File: src/rtl/hkc_pkg.sv
// Shared types, codes and constants of the Hangul keystroke composer.
package hkc_pkg;

  localparam int unsigned QUEUE_DEPTH = 2;

  typedef logic [4:0] idx_t;
  localparam idx_t IDX_NONE = 5'd31;

  localparam idx_t NUM_INITIALS = 5'd19;
  localparam idx_t NUM_MEDIALS  = 5'd21;
  localparam idx_t LAST_FINAL   = 5'd27;

  localparam logic [15:0] SYLLABLE_BASE       = 16'hAC00;
  localparam logic [15:0] INITIAL_STRIDE      = 16'd588;
  localparam logic [15:0] MEDIAL_STRIDE       = 16'd28;
  localparam logic [15:0] CONSONANT_JAMO_BASE = 16'h3131;
  localparam logic [15:0] VOWEL_JAMO_BASE     = 16'h314F;

  typedef enum logic [1:0] {
    OP_TYPE      = 2'd0,
    OP_BACKSPACE = 2'd1,
    OP_FLUSH     = 2'd2
  } op_e;

  typedef enum logic {
    KIND_CHAR  = 1'b0,
    KIND_ERASE = 1'b1
  } kind_e;

  typedef struct packed {
    logic [1:0] op;
    logic [7:0] key;
    idx_t       ic;
    idx_t       im;
    idx_t       jf;
  } cls_item_t;

endpackage

File: src/rtl/hkc_if.sv
// Handshake channel interfaces for keystrokes in and characters out.
interface hkc_in_if;
  logic       valid;
  logic       ready;
  logic [1:0] operation;
  logic [7:0] key;

  modport source (output valid, output operation, output key, input ready);
  modport sink (input valid, input operation, input key, output ready);
endinterface

interface hkc_out_if;
  logic        valid;
  logic        ready;
  logic        kind;
  logic [15:0] code_point;
  logic        last;

  modport source (output valid, output kind, output code_point, output last, input ready);
  modport sink (input valid, input kind, input code_point, input last, output ready);
endinterface

File: src/rtl/hkc_front.sv
// Front end: accepts keystroke items and classifies keys into jamo indices.
module hkc_front
  import hkc_pkg::*;
(
  hkc_in_if.sink    in_i,
  input  logic      q_ready_i,
  output logic      push_o,
  output cls_item_t item_o
);

  function automatic idx_t initial_of(input logic [7:0] k);
    idx_t r;
    r = IDX_NONE;
    case (k)
      "r": r = 5'd0;
      "R": r = 5'd1;
      "s": r = 5'd2;
      "e": r = 5'd3;
      "E": r = 5'd4;
      "f": r = 5'd5;
      "a": r = 5'd6;
      "q": r = 5'd7;
      "Q": r = 5'd8;
      "t": r = 5'd9;
      "T": r = 5'd10;
      "d": r = 5'd11;
      "w": r = 5'd12;
      "W": r = 5'd13;
      "c": r = 5'd14;
      "z": r = 5'd15;
      "x": r = 5'd16;
      "v": r = 5'd17;
      "g": r = 5'd18;
      default: r = IDX_NONE;
    endcase
    return r;
  endfunction

  function automatic idx_t medial_of(input logic [7:0] k);
    idx_t r;
    r = IDX_NONE;
    case (k)
      "k": r = 5'd0;
      "o": r = 5'd1;
      "i": r = 5'd2;
      "O": r = 5'd3;
      "j": r = 5'd4;
      "p": r = 5'd5;
      "u": r = 5'd6;
      "P": r = 5'd7;
      "h": r = 5'd8;
      "y": r = 5'd12;
      "n": r = 5'd13;
      "b": r = 5'd17;
      "m": r = 5'd18;
      "l": r = 5'd20;
      default: r = IDX_NONE;
    endcase
    return r;
  endfunction

  function automatic idx_t final_of(input logic [7:0] k);
    idx_t r;
    r = IDX_NONE;
    case (k)
      "r": r = 5'd1;
      "R": r = 5'd2;
      "s": r = 5'd4;
      "e": r = 5'd7;
      "f": r = 5'd8;
      "a": r = 5'd16;
      "q": r = 5'd17;
      "t": r = 5'd19;
      "T": r = 5'd20;
      "d": r = 5'd21;
      "w": r = 5'd22;
      "c": r = 5'd23;
      "z": r = 5'd24;
      "x": r = 5'd25;
      "v": r = 5'd26;
      "g": r = 5'd27;
      default: r = IDX_NONE;
    endcase
    return r;
  endfunction

  assign in_i.ready = q_ready_i;
  assign push_o     = in_i.valid & q_ready_i;

  always_comb begin
    item_o.op  = in_i.operation;
    item_o.key = in_i.key;
    item_o.ic  = initial_of(in_i.key);
    item_o.im  = medial_of(in_i.key);
    item_o.jf  = final_of(in_i.key);
  end

endmodule

File: src/rtl/hkc_queue.sv
// Short queue of classified items between the front and back ends.
module hkc_queue
  import hkc_pkg::*;
#(
  parameter int unsigned Depth = QUEUE_DEPTH
) (
  input  logic      clk_i,
  input  logic      rst_ni,
  input  logic      push_i,
  input  cls_item_t item_i,
  output logic      ready_o,
  input  logic      pop_i,
  output logic      valid_o,
  output cls_item_t item_o
);

  localparam int unsigned PtrW = (Depth > 1) ? $clog2(Depth) : 1;
  localparam int unsigned CntW = $clog2(Depth + 1);
  localparam logic [PtrW-1:0] PtrLast = PtrW'(Depth - 1);
  localparam logic [CntW-1:0] CntFull = CntW'(Depth);

  cls_item_t       mem_q [Depth];
  logic [PtrW-1:0] wr_ptr_q, wr_ptr_d;
  logic [PtrW-1:0] rd_ptr_q, rd_ptr_d;
  logic [CntW-1:0] cnt_q, cnt_d;
  logic            do_push, do_pop;

  assign ready_o = (cnt_q != CntFull);
  assign valid_o = (cnt_q != '0);
  assign item_o  = mem_q[rd_ptr_q];
  assign do_push = push_i & ready_o;
  assign do_pop  = pop_i & valid_o;

  always_comb begin
    wr_ptr_d = wr_ptr_q;
    rd_ptr_d = rd_ptr_q;
    cnt_d    = cnt_q;
    if (do_push) begin
      wr_ptr_d = (wr_ptr_q == PtrLast) ? '0 : wr_ptr_q + 1'b1;
    end
    if (do_pop) begin
      rd_ptr_d = (rd_ptr_q == PtrLast) ? '0 : rd_ptr_q + 1'b1;
    end
    case ({do_push, do_pop})
      2'b10:   cnt_d = cnt_q + 1'b1;
      2'b01:   cnt_d = cnt_q - 1'b1;
      default: cnt_d = cnt_q;
    endcase
  end

  always_ff @(posedge clk_i or negedge rst_ni) begin
    if (!rst_ni) begin
      wr_ptr_q <= '0;
      rd_ptr_q <= '0;
      cnt_q    <= '0;
    end else begin
      wr_ptr_q <= wr_ptr_d;
      rd_ptr_q <= rd_ptr_d;
      cnt_q    <= cnt_d;
    end
  end

  always_ff @(posedge clk_i) begin
    if (do_push) begin
      mem_q[wr_ptr_q] <= item_i;
    end
  end

endmodule

File: src/rtl/hkc_back.sv
// Back end: composition state, commit logic and registered result output.
module hkc_back
  import hkc_pkg::*;
(
  input  logic       clk_i,
  input  logic       rst_ni,
  input  logic       q_valid_i,
  input  cls_item_t  q_item_i,
  output logic       pop_o,
  hkc_out_if.source  res_o
);

  function automatic idx_t combine_medial(input idx_t a, input idx_t b);
    idx_t r;
    r = IDX_NONE;
    if (a == 5'd8) begin
      if (b == 5'd0) r = 5'd9;
      else if (b == 5'd1) r = 5'd10;
      else if (b == 5'd20) r = 5'd11;
    end else if (a == 5'd13) begin
      if (b == 5'd4) r = 5'd14;
      else if (b == 5'd5) r = 5'd15;
      else if (b == 5'd20) r = 5'd16;
    end else if (a == 5'd18 && b == 5'd20) begin
      r = 5'd19;
    end
    return r;
  endfunction

  function automatic idx_t combine_final(input idx_t a, input idx_t b);
    idx_t r;
    r = IDX_NONE;
    if (a == 5'd1 && b == 5'd19) r = 5'd3;
    else if (a == 5'd4) begin
      if (b == 5'd22) r = 5'd5;
      else if (b == 5'd27) r = 5'd6;
    end else if (a == 5'd8) begin
      case (b)
        5'd1:    r = 5'd9;
        5'd16:   r = 5'd10;
        5'd17:   r = 5'd11;
        5'd19:   r = 5'd12;
        5'd25:   r = 5'd13;
        5'd26:   r = 5'd14;
        5'd27:   r = 5'd15;
        default: r = IDX_NONE;
      endcase
    end else if (a == 5'd17 && b == 5'd19) begin
      r = 5'd18;
    end
    return r;
  endfunction

  function automatic idx_t final_keep(input idx_t f);
    idx_t r;
    case (f)
      5'd3:                                   r = 5'd1;
      5'd5, 5'd6:                             r = 5'd4;
      5'd9, 5'd10, 5'd11, 5'd12, 5'd13, 5'd14, 5'd15: r = 5'd8;
      5'd18:                                  r = 5'd17;
      default:                                r = IDX_NONE;
    endcase
    return r;
  endfunction

  function automatic idx_t final_moved(input idx_t f);
    idx_t r;
    case (f)
      5'd3, 5'd12, 5'd18: r = 5'd19;
      5'd5:               r = 5'd22;
      5'd6, 5'd15:        r = 5'd27;
      5'd9:               r = 5'd1;
      5'd10:              r = 5'd16;
      5'd11:              r = 5'd17;
      5'd13:              r = 5'd25;
      5'd14:              r = 5'd26;
      default:            r = f;
    endcase
    return r;
  endfunction

  function automatic idx_t final_to_initial(input idx_t f);
    idx_t r;
    case (f)
      5'd1:    r = 5'd0;
      5'd2:    r = 5'd1;
      5'd4:    r = 5'd2;
      5'd7:    r = 5'd3;
      5'd8:    r = 5'd5;
      5'd16:   r = 5'd6;
      5'd17:   r = 5'd7;
      5'd19:   r = 5'd9;
      5'd20:   r = 5'd10;
      5'd21:   r = 5'd11;
      5'd22:   r = 5'd12;
      5'd23:   r = 5'd13;
      5'd24:   r = 5'd14;
      5'd25:   r = 5'd16;
      5'd26:   r = 5'd17;
      5'd27:   r = 5'd18;
      default: r = IDX_NONE;
    endcase
    return r;
  endfunction

  function automatic logic [15:0] consonant_jamo(input idx_t i);
    logic [15:0] r;
    case (i)
      5'd0:    r = 16'h3131;
      5'd1:    r = 16'h3132;
      5'd2:    r = 16'h3134;
      5'd3:    r = 16'h3137;
      5'd4:    r = 16'h3138;
      5'd5:    r = 16'h3139;
      5'd6:    r = 16'h3141;
      5'd7:    r = 16'h3142;
      5'd8:    r = 16'h3143;
      5'd9:    r = 16'h3145;
      5'd10:   r = 16'h3146;
      5'd11:   r = 16'h3147;
      5'd12:   r = 16'h3148;
      5'd13:   r = 16'h3149;
      5'd14:   r = 16'h314A;
      5'd15:   r = 16'h314B;
      5'd16:   r = 16'h314C;
      5'd17:   r = 16'h314D;
      5'd18:   r = 16'h314E;
      default: r = CONSONANT_JAMO_BASE;
    endcase
    return r;
  endfunction

  idx_t        init_q, init_d, med_q, med_d, fin_q, fin_d;
  idx_t        ni, nm, nf, cf, f_eff, cmed, cfin;
  logic        has_i, has_m, has_f, has_i_c, has_m_c;
  logic        commit_req, commit_valid, emit_key, erase, tail_valid, second_res;
  logic [15:0] commit_cp;
  logic        sub_q, sub_d;
  logic        can_load, load;
  logic        out_valid_q, out_valid_d;
  logic        kind_q, kind_d, last_q, last_d;
  logic [15:0] cp_q, cp_d;

  assign has_i = (init_q != IDX_NONE);
  assign has_m = (med_q != IDX_NONE);
  assign has_f = (fin_q != IDX_NONE);
  assign cmed  = combine_medial(med_q, q_item_i.im);
  assign cfin  = combine_final(fin_q, q_item_i.jf);

  always_comb begin
    ni         = init_q;
    nm         = med_q;
    nf         = fin_q;
    cf         = fin_q;
    commit_req = 1'b0;
    emit_key   = 1'b0;
    erase      = 1'b0;
    case (q_item_i.op)
      OP_TYPE: begin
        if (q_item_i.ic == IDX_NONE && q_item_i.im == IDX_NONE) begin
          commit_req = 1'b1;
          emit_key   = 1'b1;
          ni         = IDX_NONE;
          nm         = IDX_NONE;
          nf         = IDX_NONE;
        end else if (!has_i && !has_m) begin
          if (q_item_i.ic != IDX_NONE) ni = q_item_i.ic;
          else nm = q_item_i.im;
        end else if (!has_i || (has_m && !has_f && q_item_i.jf == IDX_NONE)) begin
          if (q_item_i.im != IDX_NONE) begin
            if (cmed != IDX_NONE) begin
              nm = cmed;
            end else begin
              commit_req = 1'b1;
              ni         = IDX_NONE;
              nm         = q_item_i.im;
              nf         = IDX_NONE;
            end
          end else begin
            commit_req = 1'b1;
            ni         = q_item_i.ic;
            nm         = IDX_NONE;
            nf         = IDX_NONE;
          end
        end else if (!has_m) begin
          if (q_item_i.im != IDX_NONE) begin
            nm = q_item_i.im;
          end else begin
            commit_req = 1'b1;
            ni         = q_item_i.ic;
            nm         = IDX_NONE;
            nf         = IDX_NONE;
          end
        end else if (!has_f) begin
          nf = q_item_i.jf;
        end else if (q_item_i.im != IDX_NONE) begin
          cf         = final_keep(fin_q);
          commit_req = 1'b1;
          ni         = final_to_initial(final_moved(fin_q));
          nm         = q_item_i.im;
          nf         = IDX_NONE;
        end else if (q_item_i.jf != IDX_NONE && cfin != IDX_NONE) begin
          nf = cfin;
        end else begin
          commit_req = 1'b1;
          ni         = q_item_i.ic;
          nm         = IDX_NONE;
          nf         = IDX_NONE;
        end
      end
      OP_BACKSPACE: begin
        if (has_f) nf = IDX_NONE;
        else if (has_m) nm = IDX_NONE;
        else if (has_i) ni = IDX_NONE;
        else erase = 1'b1;
      end
      OP_FLUSH: begin
        commit_req = 1'b1;
        ni         = IDX_NONE;
        nm         = IDX_NONE;
        nf         = IDX_NONE;
      end
      default: begin
        commit_req = 1'b0;
      end
    endcase
  end

  assign has_i_c      = (init_q < NUM_INITIALS);
  assign has_m_c      = (med_q < NUM_MEDIALS);
  assign commit_valid = commit_req & (has_i_c | has_m_c);
  assign tail_valid   = emit_key | erase;
  assign second_res   = commit_valid & tail_valid;
  assign f_eff        = (cf <= LAST_FINAL) ? cf : '0;

  always_comb begin
    if (has_i_c && has_m_c) begin
      commit_cp = SYLLABLE_BASE + 16'(init_q) * INITIAL_STRIDE
                + 16'(med_q) * MEDIAL_STRIDE + 16'(f_eff);
    end else if (has_i_c) begin
      commit_cp = consonant_jamo(init_q);
    end else begin
      commit_cp = VOWEL_JAMO_BASE + 16'(med_q);
    end
  end

  assign can_load = !out_valid_q || res_o.ready;

  always_comb begin
    pop_o  = 1'b0;
    load   = 1'b0;
    sub_d  = sub_q;
    init_d = init_q;
    med_d  = med_q;
    fin_d  = fin_q;
    if (q_valid_i) begin
      if (!commit_valid && !tail_valid) begin
        pop_o = 1'b1;
      end else if (can_load) begin
        load = 1'b1;
        if (second_res && !sub_q) begin
          sub_d = 1'b1;
        end else begin
          pop_o = 1'b1;
          sub_d = 1'b0;
        end
      end
    end
    if (pop_o) begin
      init_d = ni;
      med_d  = nm;
      fin_d  = nf;
    end
  end

  always_comb begin
    if (sub_q || !commit_valid) begin
      kind_d = erase ? KIND_ERASE : KIND_CHAR;
      cp_d   = erase ? 16'h0000 : {8'h00, q_item_i.key};
      last_d = 1'b1;
    end else begin
      kind_d = KIND_CHAR;
      cp_d   = commit_cp;
      last_d = !second_res;
    end
  end

  assign out_valid_d = load | (out_valid_q & !res_o.ready);

  always_ff @(posedge clk_i or negedge rst_ni) begin
    if (!rst_ni) begin
      init_q      <= IDX_NONE;
      med_q       <= IDX_NONE;
      fin_q       <= IDX_NONE;
      sub_q       <= 1'b0;
      out_valid_q <= 1'b0;
    end else begin
      init_q      <= init_d;
      med_q       <= med_d;
      fin_q       <= fin_d;
      sub_q       <= sub_d;
      out_valid_q <= out_valid_d;
    end
  end

  always_ff @(posedge clk_i) begin
    if (load) begin
      kind_q <= kind_d;
      cp_q   <= cp_d;
      last_q <= last_d;
    end
  end

  assign res_o.valid      = out_valid_q;
  assign res_o.kind       = kind_q;
  assign res_o.code_point = cp_q;
  assign res_o.last       = last_q;

endmodule

File: src/rtl/hangul_keystroke_composer_core.sv
// Top level of the Hangul keystroke composer.
//
// in_i carries keystroke items: operation (type key, backspace, flush) and
// an ASCII key byte laid out as the two-set Korean keyboard. res_o carries
// result items: kind (committed character or erase), a 16-bit code point
// and last, which marks the final result caused by one keystroke item.
// A keystroke gives zero, one or two results.
//
// The front end classifies each key into initial, medial and final jamo
// indices and writes it into a queue of QueueDepth entries. The back end
// holds the syllable being composed, takes one queued item per cycle when
// the receiver does not stall, and writes results into an output register.
// The first result reaches res_o through the queue and the output register.
// An item with two results holds the back end until both are loaded, as the
// output register takes one result per cycle.
//
// Reset empties the composing syllable, the queue and the output register.
// When the receiver stalls, the output register holds its result, the back
// end waits and the queue fills, after which in_i.ready drops.
module hangul_keystroke_composer_core
  import hkc_pkg::*;
#(
  parameter int unsigned QueueDepth = QUEUE_DEPTH
) (
  input  logic     clk_i,
  input  logic     rst_ni,
  hkc_in_if.sink   in_i,
  hkc_out_if.source res_o
);

  logic      push, q_ready, q_valid, pop;
  cls_item_t push_item, head_item;

  hkc_front u_front (
    .in_i      (in_i),
    .q_ready_i (q_ready),
    .push_o    (push),
    .item_o    (push_item)
  );

  hkc_queue #(
    .Depth (QueueDepth)
  ) u_queue (
    .clk_i   (clk_i),
    .rst_ni  (rst_ni),
    .push_i  (push),
    .item_i  (push_item),
    .ready_o (q_ready),
    .pop_i   (pop),
    .valid_o (q_valid),
    .item_o  (head_item)
  );

  hkc_back u_back (
    .clk_i     (clk_i),
    .rst_ni    (rst_ni),
    .q_valid_i (q_valid),
    .q_item_i  (head_item),
    .pop_o     (pop),
    .res_o     (res_o)
  );

endmodule

File: src/flat_wrapper.sv
// flat-port wrapper written by rule: the top's interface ports become plain ports
module hangul_keystroke_composer_core_flat import hkc_pkg::*;
#(
  parameter int unsigned QueueDepth = QUEUE_DEPTH
)
  (clk_i, rst_ni, in_i_valid, in_i_operation, in_i_key, in_i_ready, res_o_valid, res_o_kind, res_o_code_point, res_o_last, res_o_ready);
  hkc_in_if in_i_i ();
  hkc_out_if res_o_i ();
  input  logic clk_i;
  input  logic rst_ni;
  input wire logic [$bits(in_i_i.valid)-1:0] in_i_valid;
  input wire logic [$bits(in_i_i.operation)-1:0] in_i_operation;
  input wire logic [$bits(in_i_i.key)-1:0] in_i_key;
  output wire logic [$bits(in_i_i.ready)-1:0] in_i_ready;
  output wire logic [$bits(res_o_i.valid)-1:0] res_o_valid;
  output wire logic [$bits(res_o_i.kind)-1:0] res_o_kind;
  output wire logic [$bits(res_o_i.code_point)-1:0] res_o_code_point;
  output wire logic [$bits(res_o_i.last)-1:0] res_o_last;
  input wire logic [$bits(res_o_i.ready)-1:0] res_o_ready;
  assign in_i_i.valid = in_i_valid;
  assign in_i_i.operation = in_i_operation;
  assign in_i_i.key = in_i_key;
  assign in_i_ready = in_i_i.ready;
  assign res_o_valid = res_o_i.valid;
  assign res_o_kind = res_o_i.kind;
  assign res_o_code_point = res_o_i.code_point;
  assign res_o_last = res_o_i.last;
  assign res_o_i.ready = res_o_ready;
  hangul_keystroke_composer_core #(.QueueDepth(QueueDepth)) u_core (.clk_i(clk_i), .rst_ni(rst_ni), .in_i(in_i_i), .res_o(res_o_i));
endmodule
File: config.mk
export PLATFORM = sky130hd
export DESIGN_NAME = hangul_keystroke_composer_core_flat
export DESIGN_NICKNAME = d
export VERILOG_FILES = /design/src/rtl/hkc_pkg.sv /design/src/rtl/hkc_if.sv /design/src/rtl/hkc_front.sv /design/src/rtl/hkc_queue.sv /design/src/rtl/hkc_back.sv /design/src/rtl/hangul_keystroke_composer_core.sv /design/src/flat_wrapper.sv
export SDC_FILE = /design/constraint.sdc
export NUM_CORES = 1
export LEC_CHECK = 0
export BUFFER_PORTS_ARGS = -buffer_cell sky130_fd_sc_hd__buf_2
export CORE_MARGIN = 2
export CORE_UTILIZATION = 32
export CTS_BUF_LIST = sky130_fd_sc_hd__clkbuf_16
export DETAILED_ROUTE_END_ITERATION = 7
export PLACE_DENSITY = 0.6
export SYNTH_ARGS = -nofsm -noshare
export SYNTH_HDL_FRONTEND = slang
export SYNTH_SLANG_ARGS = --single-unit
File: constraint.sdc
create_clock -name clk_i -period 6.05 [get_ports clk_i]
set_input_delay 0.3025 -clock clk_i [delete_from_list [all_inputs] [get_ports clk_i]]
set_output_delay 0.3025 -clock clk_i [all_outputs]
set_load 0.05 [all_outputs]
==> impl_metrics.py <==
metrics = {
    "yosys": {
        "synth_cell_types": 80,
        "synth_flop_cell": "edfxtp_1",
        "yosys.area.top_type_share_pct": 25.80,
        "syn_nets": 951,
        "yosys_warnings": 0,
        "synth_xor_area_share_pct": 3.763,
        "synth_enable_flop_cells": 68,
        "synthSimpleGateAreaFrac_pct": 17.64,
        "synth_area_per_cell_um2": 9.310,
        "ys_seq_area_share_pct": 32.68,
        "yosysTopAreaCell": "edfxtp_1",
        "synth_top_family_by_area": "compound AO/OA/AOI/OAI gates",
        "netlist_area_um2": 7914,
        "synth_mux_area_share_pct": 7.115,
        "synthCells": 850,
        "synthAdderAreaFrac_pct": 14.61,
        "ys_async_sr_fraction_pct": 23.60,
        "synth_compound_area_share_pct": 20.17,
        "synthTopCellsByArea": "edfxtp_1, ha_1, dfstp_2, mux2i_1, nand2_1",
        "ys_seq_elements": 89,
    },
    "global_route": {
        "grt_usage_pct": 15.22,
        "grt_pass1_vias": 6180,
        "grt_overflow": 0,
        "grt_max_degree": 28,
        "antenna_found_initial": 0,
        "grt_pass1_wl_um": 32060,
    },
    "clock_tree": {
        "cts_buffers": 9,
        "cts.sinks": 89,
        "cts.repair.resized": 0,
        "clk_pin_slew_ps": 70,
        "cts_tree": "built",
        "clk_latency_ps": 360,
        "cts.path.max_buffers": 2,
        "cts_root_buffer": "clkbuf_16",
        "htreeDepth": 3,
    },
    "place": {
        "dpl.hpwl_um": 14600,
        "placed_cells": 1175,
        "post-place-ws_ps": 679.5,
        "gp_congestion": 0.9356,
        "io_buffers": 33,
    },
    "detailed_routing": {
        "routed.top_layer": "met4",
        "routedLengthMet1_um": 9282,
        "drc_errors": 0,
        "met3_length_um": 982,
        "first_pass_iters": 5,
        "drtIter0Drc": 424,
        "vias": 6561,
        "vias_per_cell": 5.504,
        "wirelength_um": 19240,
        "wl_per_cell_um": 16.14,
        "wl_met2_um": 8610,
        "ant_nets": 0,
    },
    "job": {
        "maxCapViolations": 0,
    },
    "critical_path": {
        "reg2reg_depth": 18,
        "crit_end": "u_core.u_back.res_o.code_point[13]",
        "cp_max_fo": 12,
        "r2r-end": "u_core.u_back.res_o.code_point[13]",
        "slowest_stage": "dfstp_2",
        "crit_path_start_kind": "flip-flop",
        "rrSetupSlack_ps": 650,
        "r2r_start": "u_core.u_back.fin_q[1]",
        "crit_type": "flip-flop to flip-flop",
        "critPathCaptureType": "flip-flop",
        "startpoint": "u_core.u_back.fin_q[1]",
        "worst_path_largest_cell_delay_ps": 590,
        "crit_required_ps": 6140,
        "crit_arrival_ps": 5490,
        "worstPathCellList": "ha_1 -> nand4_1 -> nor2_1 -> nand2b_1 -> a31oi_1 -> or2_2 -> nor2_1 -> or2_2 -> fa_1 -> inv_1 -> fa_1 -> a21o_1 -> a21oi_1 -> o21ai_0 -> o41ai_1 -> o21ai_0 -> xnor2_1 -> a21boi_0",
    },
    "sta": {
        "fmax_mhz": 185.1,
        "fin_skew_ps": 14.43,
        "setup_slack_ps": 646.3,
        "min_period_over_period_pct": 89.32,
        "slew_violations": 0,
        "fin_setup_tns_ps": 0,
        "fin_crit_ps": 5404,
        "tightestPinTransition_ps": 1053,
        "report.final.hold_viol_count": 0,
        "slew_headroom_pct": 29.27,
        "rsz0062_at_grt": "false",
        "finalSetupViolCount": 0,
    },
    "die": {
        "die_w_um": 161.3,
        "start_util_pct": 32.54,
        "core_area_um2": 24320,
        "rows": 57,
        "die_h_um": 161.3,
        "die_area_um2": 26000,
        "ios": 34,
    },
    "final_layout": {
        "drive_gt1_share_pct": 12.79,
        "antenna_cells": 0,
        "fin_util_pct": 35.68,
        "fin_cells": 1192,
        "area_growth_pct": 9.644,
        "fillers": 2447,
        "final_nets": 964,
    },
    "status": {
        "status": "finished clean",
    },
    "min_path": {
        "hold_class": "primary input to flip-flop",
    },
}
## routing by layer
| metal | track usage (%) | up-vias |
|---|---|---|
| li1 | - | 3215 |
| met1 | 21.41 | 3126 |
| met2 | 23.80 | 195 |
| met3 | 2.568 | 25 |
| met4 | 5.032 | 0 |
| met5 | 0 | - |
## area by class of cell
cell class	count	area, µm²	share of cell area, %
clock inverters	7	65.06	0.7498
flip-flops and latches	89	2587	29.82
repair buffers	39	212.7	2.451
multi-input cells	679	5012	57.77
well taps	324	405.4	4.672
clock buffers	9	225.2	2.596
inverters	45	168.9	1.947
## through the flow
step           hold slack (ps)  cell area (µm²)
6_report                 166.8             8677
5_1_grt                  146.5             8677
4_1_cts                  150.7             8677
3_5_place_dp             343.3             8377
3_3_place_gp             342.4             8377
2_1_floorplan            6.909             7914
## timing repair
action,in CTS,in global routing
endpoints found under the hold margin,6,0
hold buffers,1,0
buffers inserted,0,0
## state kept, by name (all words and copies together), names as in the netlist, 2 cells and up
name	flops
u_core.u_queue.mem_q	50
u_core.u_back.res_o.code_point	16
u_core.u_back.fin_q	5
u_core.u_back.init_q	5
u_core.u_back.med_q	5
u_core.u_queue.cnt_q	2
## worst max-delay path: cells and delay by family, from the launching register on
family / cells / cell delay [ps]
buf+inv: 1 / 70
compound gates: 7 / 1540
flops: 1 / 590
fa+ha+maj: 3 / 1370
xor+xnor: 1 / 180
simple gates: 6 / 1390
## cell families (layout without fill, tap and decap cells)
| kind of cell | Yosys count | in the layout |
|---|---|---|
| AND/OR/NAND/NOR | 272 | 272 |
| AO/OA/AOI/OAI | 234 | 234 |
| flip-flops | 89 | 89 |
| adder cells (fa/ha/maj) | 87 | 87 |
| buffers and inverters | 82 | 100 |
| multiplexers | 52 | 52 |
| XOR/XNOR | 34 | 34 |
## Yosys cell counts, types with 9 or more instances
library cell / count
ha_1: 78
nand2_1: 71
edfxtp_1: 68
nor2_1: 60
a21oi_1: 47
inv_1: 44
o21ai_0: 42
clkbuf_1: 28
mux2i_1: 27
nand3_1: 27
nor3_1: 22
xnor2_1: 22
mux2_2: 20
o22ai_1: 17
a31oi_1: 15
dfstp_2: 15
nand2b_1: 13
nand4_1: 13
a211oi_1: 12
xor2_1: 12
a21o_1: 11
o211ai_1: 10
fa_1: 9
nor2b_1: 9
o31ai_1: 9
## layout by cell type, fill, tap and decap left out, drive strengths merged, types with 7 or more instances in the layout
cell type / count
ha: 78
nor2b: 9
inv: 48
o22ai: 17
nor3: 22
xnor2: 22
mux2: 24
or2: 7
nand2b: 13
dfstp: 15
o21ai: 44
edfxtp: 68
nand2: 71
or3: 7
a21o: 11
buf: 38
mux2i: 27
a211oi: 12
nand3: 27
clkbuf: 9
o31ai: 9
a31oi: 15
nor2: 60
o211ai: 10
a21oi: 47
nand4: 13
xor2: 12
and3: 7
o21a: 8
fa: 9
## how the worst min path moves through the flow
| stage | startpoint | endpoint | slack (ps) | cells after the start |
|---|---|---|---|---|
| floorplan | rst_ni | u_core.u_back.res_o.valid | 7 | 0 |
| global placement | rst_ni | u_core.u_queue.rd_ptr_q | 340 | 1 |
| detailed placement | rst_ni | u_core.u_queue.rd_ptr_q | 340 | 1 |
| CTS | in_i_operation[0] | u_core.u_queue.mem_q[0][23] | 150 | 1 |
| global route | in_i_operation[0] | u_core.u_queue.mem_q[0][23] | 150 | 1 |
| finish | in_i_operation[1] | u_core.u_queue.mem_q[1][24] | 170 | 1 |
Power is left out: the tool's default activity adds up to more than one toggle a clock period on the data nets, which glitch-free logic cannot reach.
